===== config.mk =====
export PLATFORM = sky130hd
export DESIGN_NAME = grpc_ram
export DESIGN_NICKNAME = d
export VERILOG_FILES = /design/src/rtl/grpc_ram.sv
export SDC_FILE = /design/constraint.sdc
export NUM_CORES = 1
export LEC_CHECK = 0
export ABC_AREA = 0
export BUFFER_PORTS_ARGS = -buffer_cell sky130_fd_sc_hd__buf_4
export CELL_PAD_IN_SITES_DETAIL_PLACEMENT = 0
export CELL_PAD_IN_SITES_GLOBAL_PLACEMENT = 1
export CORE_MARGIN = 2
export CORE_UTILIZATION = 60
export CTS_CLUSTER_DIAMETER = 150
export CTS_CLUSTER_SIZE = 28
export DETAILED_ROUTE_END_ITERATION = 12
export GPL_TIMING_DRIVEN = 0
export HOLD_SLACK_MARGIN = 0.06
export PLACE_DENSITY_LB_ADDON = 0.1
export SLEW_MARGIN = 20
export SYNTH_ARGS = -nofsm -noshare
export SYNTH_HDL_FRONTEND = slang
export SYNTH_SLANG_ARGS = --single-unit

===== constraint.sdc =====
create_clock -name clk -period 3.98 [get_ports clk]
set_clock_uncertainty 0.05 [all_clocks]
set_input_delay 0.995 -clock clk [delete_from_list [all_inputs] [get_ports clk]]
set_output_delay 0.995 -clock clk [all_outputs]
set_load 0.02 [all_outputs]

===== src/rtl/grpc_ram.sv =====
// grpc_ram: generic single write port, single read port RAM with registered read
// no dependencies
`default_nettype none

module grpc_ram #(
  parameter int WIDTH = 8,
  parameter int DEPTH = 64
) (
  input  wire logic                     clk,
  input  wire logic                     we,
  input  wire logic [$clog2(DEPTH)-1:0] waddr,
  input  wire logic [WIDTH-1:0]         wdata,
  input  wire logic [$clog2(DEPTH)-1:0] raddr,
  output      logic [WIDTH-1:0]         rdata
);

  logic [WIDTH-1:0] mem [DEPTH];
  logic [WIDTH-1:0] rdata_r;

  always_ff @(posedge clk) begin
    if (we) begin
      mem[waddr] <= wdata;
    end
    rdata_r <= mem[raddr];
  end

  assign rdata = rdata_r;

endmodule

`default_nettype wire


==> results.cfg <==
[timing]
setup_viol = 0
period_minus_slack_ns = 3.36
worst_pin_slew_ns = 1.06
fin_tns_setup_ns = 0
slew_viol_final = 0
max-slew-margin-rel_pct = 29.3
rsz0062_at_grt = no
hold_viol = 0
fmax_ghz = 0.298
fin_crit_sh_pct = 84.3

[grt]
antenna_found_initial = 1
grt_use_total_pct = 26.8
grt_pass1_vias = 9536
grt.overflow.total = 0
grt_first_pass_wirelength_um = 66100
grt_max_degree = 65

[pwr]
power_leakage_nw = 6.54
peakVddDrop_v = 0.000346
powerDensity_mw_per_mm2 = 435
power_mw = 9.37

[cells_and_area]
num-fill-cells = 2242
finalNetCount = 1007
most-common-layout-cells = 512 x edfxtp_1, 126 x mux4_2, 83 x nor2_1
seq_area_sq_mm = 0.0155
multiInputGateArea_sq_mm = 0.00433
area_growth_pct = 6.86
final_common_cell = edfxtp_1
drive_gt1_share_pct = 21.8

[die]
core_area_sq_mm = 0.0333
rows = 67
initial_core_util_pct = 60.6
io_pins = 30
die_w_um = 187
fp.dieArea_sq_mm = 0.0351
die_y_um = 187

[clocking]
cts-htree-levels = 1
hold_buffers = 0
cts_root_buf = clkbuf_16
cts_setup_buffers = 0
clock_path_buffers = 3
cts_tree = done
clkSlewWorstSetupHoldPaths_ns = 0.10
cts-resized-gates = 0
cts_sinks = 520
insertion_delay_ns = 0.57
cts_buffers = 22

[worst_hold_path]
hold_path_class = input pin to flop

[setup_path]
critical_path.max_fanout = 10
cp.arrival_ns = 3.69
end_kind = flop
crit_required_ns = 4.32
critical_path_class = input pin to flop
start_kind = input pin

[logic_synthesis]
synth_area_leaders = edfxtp_1 76%, mux4_2 14%, nor2_1 1.5%, mux2i_1 1.1%, dfxtp_1 0.79%
synth_top_cell_by_area = edfxtp_1
synth_area_sq_mm = 0.0202
yosys_warnings = 0
netlist_instances = 940
synth_seq_cells = 520
synth_area_per_cell_sq_um = 21.5
synth_cell_types = 40
synth_top_area_share_pct = 76.2
syn_nets = 962
ys_seq_area_share_pct = 77.0

[placed_design]
io_buffers = 21
gp_congestion = 0.877
dpl.hpwl_um = 29100

[status]
status = completed

[drt]
firstDrtPassIters = 5
drcViolationCount = 0
dr.first_iter.drc_count = 1360
dr_total_vias = 9571
wl_um = 45700
wl_per_cell_um = 31.5
vias_per_cell = 6.60
antenna_left = 0

[flow_run]
cap_viol_max_count = 0
[Yosys cell counts]
master     count
edfxtp_1     512
mux4_2       126
nor2_1        83
mux2i_1       23
nand2_1       19
clkbuf_1      17
nor2b_1       14
buf_4         13
mux2_2        13
nand3_1       13
buf_2         11
dfxtp_1        8
o221ai_1       8
o22ai_1        8
nand2b_1       7
nor3_1         7
a221oi_1       6
a211oi_1       4
buf_1          4
buf_6          4
a21oi_1        3
a22oi_1        3
nand3b_1       3
o2111ai_1      3
o2bb2ai_1      3
a2111oi_0      2
buf_12         2
nand4_1        2
nor4_1         2
o21a_1         2
o21ai_0        2
o21ai_1        2
o221a_2        2
o32ai_1        2
o41ai_1        2
a31oi_1        1
and2_1         1
nand4b_1       1
o311ai_1       1
or3_1          1
[logic make-up (layout without fill, tap and decap cells)]
kind of cell	count (synthesis)	count (layout)	share of synthesized area (%)
other	0	1	0
DFF	520	520	77.0
buffers and inverters	51	112	1.57
muxes	162	162	15.9
and+or+nand+nor	153	153	3.39
AOI/OAI and AO/OA	54	54	2.07
[worst paths after layout]
path	startpoint	to	slack (ns)	cells past startpoint
hold / removal	raddr[5]	rdata[5]	0.76	2
setup / recovery	raddr[2]	rdata[3]	0.62	7
setup reg to reg	mem[3][3]	rdata[3]	1.65	4
hold reg to reg	mem[22][2]	rdata[2]	0.92	4
[layer usage]
metal / vias up / global-route usage (%) / part of all wire, %
met5: - / 0 / 0
met4: 0 / 6.72 / 2.4
met3: 65 / 6.14 / 9.5
met2: 477 / 40.6 / 47
met1: 5040 / 40.7 / 42
li1: 3989 / - / -
[power breakdown]
group / internal [mW] / switching (mW)
logic: 0.223 / 0.394
clock network: 1.11 / 1.58
registers: 6.05 / 0.0102
[metrics by stage]
step           cell area (sq um)  hold WS, ns  cells  setup WS, ns  util, %
2_1_floorplan              20200        0.668    940          1.27        -
3_3_place_gp               20900        0.887   1409         0.153     62.8
3_5_place_dp               20900        0.892   1409         0.113     62.8
4_1_cts                    21500        0.738   1449         0.702     64.7
5_1_grt                    21500        0.759   1449         0.552     64.7
6_report                   21500        0.761   1450         0.625     64.8
[layout make-up]
| cell class | count | share of cell area (%) |
|---|---|---|
| multi-input combinational | 369 | 20.1 |
| sequential | 520 | 72.1 |
| buffer | 51 | 1.47 |
| clock inverter | 1 | 0.0755 |
| timing repair buffer | 21 | 0.732 |
| tap | 448 | 2.60 |
| clock buffer | 39 | 2.95 |
| antenna | 1 | 0.0116 |
[registers in the layout, summed over array words and instances, names as in the netlist]
| register | flops |
|---|---|
| mem | 512 |
| rdata | 8 |
[worst max-delay path: stages]
cell	delay [ns]
buf_2	0.17
buf_4	0.26
clkbuf_1	0.66
buf_2	0.54
o221ai_1	0.21
o21a_1	0.18
o41ai_1	0.65
(Power assumes the default switching activity.)
