**src/rtl/grpc_pkg.sv**
```systemverilog
// grpc_pkg: sizes, codes and transaction types for the greedy radius point clustering unit
// no dependencies; imported by the top level unit and by grpc_dist
`default_nettype none

package grpc_pkg;

  localparam int MAX_POINTS = 64;
  localparam int COORD_BITS = 16;

  localparam int IDX_W      = $clog2(MAX_POINTS);
  localparam int CNT_W      = $clog2(MAX_POINTS + 1);
  localparam int XY_W       = 2 * COORD_BITS;
  localparam int RADIUS_W   = 16;
  localparam int R2_W       = 2 * RADIUS_W;
  localparam int DIST_W     = 2 * COORD_BITS + 1;
  localparam int CMP_W      = (DIST_W > R2_W) ? DIST_W : R2_W;
  localparam int SECTOR_W   = 6;
  localparam int SECT_CNT_W = 7;
  localparam int KIND_W     = 2;
  localparam int SLOT_W     = SECTOR_W + KIND_W;
  localparam int DIST_LAT   = 4;
  localparam int PIPE_LAT   = DIST_LAT + 1;
  localparam int DRAIN_W    = $clog2(PIPE_LAT);

  typedef enum logic [KIND_W-1:0] {
    KIND_NOISE  = 2'd0,
    KIND_CORE   = 2'd1,
    KIND_BORDER = 2'd2
  } kind_t;

  typedef enum logic [3:0] {
    ST_IDLE,
    ST_COUNT,
    ST_CNT_DRAIN,
    ST_DECIDE,
    ST_ASSIGN,
    ST_ASN_DRAIN,
    ST_CORE,
    ST_NOISE,
    ST_OUT_RD,
    ST_OUT_LOAD
  } state_t;

  typedef struct packed {
    logic signed [15:0] point_x;
    logic signed [15:0] point_y;
    logic               last_point;
  } in_item_t;

  typedef struct packed {
    logic [5:0] point_index;
    logic [5:0] sector_id;
    logic [1:0] point_kind;
    logic       last_result;
  } out_item_t;

  // travels alongside one point pair through the distance pipeline
  typedef struct packed {
    logic             valid;
    logic             assign_mode;
    logic             elig;
    logic             lastj;
    logic [IDX_W-1:0] ref_idx;
    logic [IDX_W-1:0] cand_idx;
  } pair_tag_t;

endpackage

`default_nettype wire

```
**src/rtl/grpc_dist.sv**
```systemverilog
// grpc_dist: pipelined squared distance compare for one point pair per cycle
// depends on grpc_pkg
`default_nettype none

module grpc_dist (
  input  wire logic                       clk,
  input  wire logic                       rst_n,
  input  wire logic [grpc_pkg::XY_W-1:0]  ref_xy,
  input  wire logic [grpc_pkg::XY_W-1:0]  cand_xy,
  input  wire grpc_pkg::pair_tag_t        tag_in,
  input  wire logic [grpc_pkg::R2_W-1:0]  r2,
  output      grpc_pkg::pair_tag_t        tag_out,
  output      logic                       near
);
  import grpc_pkg::*;

  logic signed [COORD_BITS:0] dx, dy;
  logic        [COORD_BITS:0] dx_abs, dy_abs;
  logic        [CMP_W-1:0]    dsum;

  pair_tag_t                  s1_tag_r, s2_tag_r, s3_tag_r, s4_tag_r;
  logic [COORD_BITS-1:0]      s1_ax_r, s1_ay_r, s2_ay_r;
  logic [2*COORD_BITS-1:0]    s2_sqx_r, s3_sqx_r, s3_sqy_r;
  logic                       s4_near_r;

  // coordinates are packed x high, y low
  always_comb begin
    dx = $signed({ref_xy[XY_W-1], ref_xy[XY_W-1:COORD_BITS]})
       - $signed({cand_xy[XY_W-1], cand_xy[XY_W-1:COORD_BITS]});
    dy = $signed({ref_xy[COORD_BITS-1], ref_xy[COORD_BITS-1:0]})
       - $signed({cand_xy[COORD_BITS-1], cand_xy[COORD_BITS-1:0]});
    dx_abs = dx[COORD_BITS] ? (~dx + 1'b1) : dx;
    dy_abs = dy[COORD_BITS] ? (~dy + 1'b1) : dy;
    dsum   = CMP_W'(s3_sqx_r) + CMP_W'(s3_sqy_r);
  end

  always_ff @(posedge clk) begin
    if (!rst_n) begin
      s1_tag_r.valid <= 1'b0;
      s2_tag_r.valid <= 1'b0;
      s3_tag_r.valid <= 1'b0;
      s4_tag_r.valid <= 1'b0;
    end else begin
      s1_tag_r <= tag_in;
      s2_tag_r <= s1_tag_r;
      s3_tag_r <= s2_tag_r;
      s4_tag_r <= s3_tag_r;
    end
  end

  always_ff @(posedge clk) begin
    s1_ax_r   <= dx_abs[COORD_BITS-1:0];
    s1_ay_r   <= dy_abs[COORD_BITS-1:0];
    s2_sqx_r  <= XY_W'(s1_ax_r) * XY_W'(s1_ax_r);
    s2_ay_r   <= s1_ay_r;
    s3_sqx_r  <= s2_sqx_r;
    s3_sqy_r  <= XY_W'(s2_ay_r) * XY_W'(s2_ay_r);
    s4_near_r <= dsum < CMP_W'(r2);
  end

  assign tag_out = s4_tag_r;
  assign near    = s4_near_r;

endmodule

`default_nettype wire
```
**config.mk**
```make
export PLATFORM = sky130hd
export DESIGN_NAME = grpc_dist
export DESIGN_NICKNAME = d
export VERILOG_FILES = /design/src/rtl/grpc_pkg.sv /design/src/rtl/grpc_dist.sv
export SDC_FILE = /design/constraint.sdc
export NUM_CORES = 1
export LEC_CHECK = 0
export BUFFER_PORTS_ARGS = -buffer_cell sky130_fd_sc_hd__clkbuf_2
export CAP_MARGIN = 40
export CORE_MARGIN = 2
export CORE_UTILIZATION = 60
export DETAILED_ROUTE_END_ITERATION = 16
export HOLD_SLACK_MARGIN = 0.08
export PLACE_DENSITY = 0.79
export SYNTH_ARGS = -nofsm -noshare
export SYNTH_HDL_FRONTEND = slang
export SYNTH_SLANG_ARGS = --single-unit
```
**constraint.sdc**
```tcl
create_clock -name clk -period 8.7 [get_ports clk]
set_clock_uncertainty 0.1 [all_clocks]
set_input_delay 1.74 -clock clk [delete_from_list [all_inputs] [get_ports clk]]
set_output_delay 1.74 -clock clk [all_outputs]
set_load 0.01 [all_outputs]
```
==> results.cfg <==
[floorplan]
start_util_pct = 60.9
die_x_um = 202
io-pin-count = 131
die_area_mm2 = 0.0408
core_mm2 = 0.0386
rows = 72
die_y_um = 202

[worst_setup_path]
end_kind = flip-flop
critPathMaxFanout = 17
critPathBufInv = 6
path_delay_family = adder cells
cp_cell_sequence = and2_1 > inv_1 > fa_1 > inv_1 > fa_1 > inv_1 > fa_1 > inv_1 > fa_1 > fa_1 > inv_1 > fa_1 > inv_1 > ha_1 > o21a_1 > o21a_1 > a311oi_1 > a21oi_1 > o211ai_1 > o21ai_0 > or4_1 > o221ai_1 > xnor2_1
crit_type = reg2reg
worstPathRequired_ns = 9.02
arrival_ns = 7.15
crit_slowest_cell = dfxtp_1
startpoint_type = flip-flop
slowest_delay_ns = 0.74

[synthesis]
synth_async_sr_flop_share_pct = 0
synth_edf_count = 60
synth_seq_cells = 206
synthAdderAreaFrac_pct = 43.7
muxShareOfSynthArea_pct = 0.234
synth_common_cells = inv_1 (572), fa_1 (326), ha_1 (300)
synth-xor-area-share_pct = 5.65
synthCells = 2473
synth.avg_cell_area_um2 = 9.51
synth_simple_gate_area_share_pct = 10.7
yosysUniqueCellTypes = 77
ys_seq_area_share_pct = 20.1
synth.top_cell.area_share_pct = 27.7
synth_top_cell_by_area = fa_1
synth_nets = 3213
synth_compound_gate_area_share_pct = 9.69
synth_warnings = 0
synth_most_common_cell = inv_1
synth_top_family_by_area = adder cells
synth.area.top_cells = fa_1 (28%), ha_1 (16%), dfxtp_1 (12%), inv_1 (9.1%), edfxtp_1 (7.7%)
synthFlopType = dfxtp_1
syn_area_mm2 = 0.0235

[place]
port_buffers = 130
dp_slack_ns = 1.92
dp_hpwl_um = 38600
placed_cells = 3071
place.gp.congestion = 0.919

[routing]
wl_per_cell_um = 15.0
wl_um = 46700
via_count = 16500
drtPass1Iterations = 7
drt_iter0_drc = 752
drc_errors = 0
vias_per_cell = 5.30
antenna_left = 0

[final_layout]
syn_to_final_growth_pct = 7.68
diodes = 0
drive_gt1_share_pct = 7.64
fillCellCount = 3056
fin_nets = 3318
fin_cells = 3111

[sta]
clock.fmax_mhz = 147
report.final.slew_viol_count = 0
min_period_ns = 6.83
report.final.setup_viol = 0
min_period_over_period_pct = 78.5
final_hold_viol_count = 0
grt_setup_unrepaired = false
fin_ws_ns = 1.87
worst_hold_slack_ns = 0.223
worst_pin_slew_ns = 0.768
slew_headroom_pct = 48.7
tns_ns = 0

[clocking]
cts_root_buffer = clkbuf_16
cts_hold_buf = 0
clk_latency_ns = 0.54
cts_tree = yes
post-cts-setup-buffers = 0
clock-sinks = 206
cts_resized = 0
clockBufferDepth = 3
h-tree-depth = 1
clk_pin_slew_worst_paths_ns = 0.06
cts_buffers = 23

[min_path]
hold_path_class = reg2reg

[grt]
grtUsageTotal_pct = 24.0
overflow = 0
grt_max_degree = 65
grt_pass1_wl_um = 80000
grt_pass1_vias = 17700
antenna_found_initial = 0

[job]
maxCapViolations = 0

[status]
status = finished, final reports clean
==> placed cells by master (no fill, tap or decap), drive strengths merged, types with 16 or more instances in the layout <==
cell type,instances
o21bai,16
nor2,114
and2,81
nor3,18
edfxtp,60
a21oi,95
a21o,57
inv,572
xnor2,110
nand2b,18
nand3,21
a31oi,17
fa,326
xor2,41
o21a,17
o21ai,56
ha,300
dfxtp,146
clkbuf,165
nand2,187
nor2b,28
==> area by class of cell <==
class	instances	area [um2]	share of cell area (%)
sequential	206	4720	18.6
clock buffer	35	671	2.65
tap	518	648	2.56
inverter	572	2150	8.47
clock inverter	5	30.0	0.119
multi-input combinational	1644	16500	65.0
timing repair buffer	131	658	2.60
==> cells by family (layout without fill, tap and decap cells) <==
family | Yosys count | after routing
xor gates and xnor gates | 151 | 151
adders and majority gates | 626 | 626
muxes | 5 | 5
DFF | 206 | 206
buffers and inverters | 623 | 743
AOI/OAI and AO/OA | 339 | 339
and+or+nand+nor | 523 | 523
==> registers in the layout, summed over array words and instances (netlist names) <==
name	cells
s3_sqx_r	31
s2_ay_r	16
s2_tag_r	16
s3_sqy_r	31
s1_ax_r	16
s1_tag_r	16
tag_out	16
near	1
s1_ay_r	16
s2_sqx_r	31
s3_tag_r	16
==> through the flow <==
stage               util (%)  cell area, um2
floorplan                  -           23500
global placement        63.7           24600
detailed placement      63.7           24600
CTS                     65.6           25300
global route            65.6           25300
finish                  65.6           25300
==> worst paths after layout <==
kind / slack (ns) / cells after the start / to / startpoint
worst min register to register: 0.22 / 0 / s3_sqx_r[6]$_DFF_P_ / s2_sqx_r[6]$_DFF_P_
worst min-delay path: 0.22 / 0 / s3_sqx_r[6]$_DFF_P_ / s2_sqx_r[6]$_DFF_P_
worst max-delay path: 1.87 / 23 / s2_sqx_r[31]$_DFF_P_ / s1_ax_r[9]$_DFF_P_
worst max register to register: 1.87 / 23 / s2_sqx_r[31]$_DFF_P_ / s1_ax_r[9]$_DFF_P_
==> routing by layer <==
layer | track usage, % | part of all wire, %
met2 | 43.1 | 50
met3 | 3.74 | 5.3
met5 | 0 | 0
met1 | 29.4 | 42
met4 | 7.93 | 3.1
Power is not shown: default switching activity piles up to over one toggle a cycle in this logic, so the estimate is an artifact.
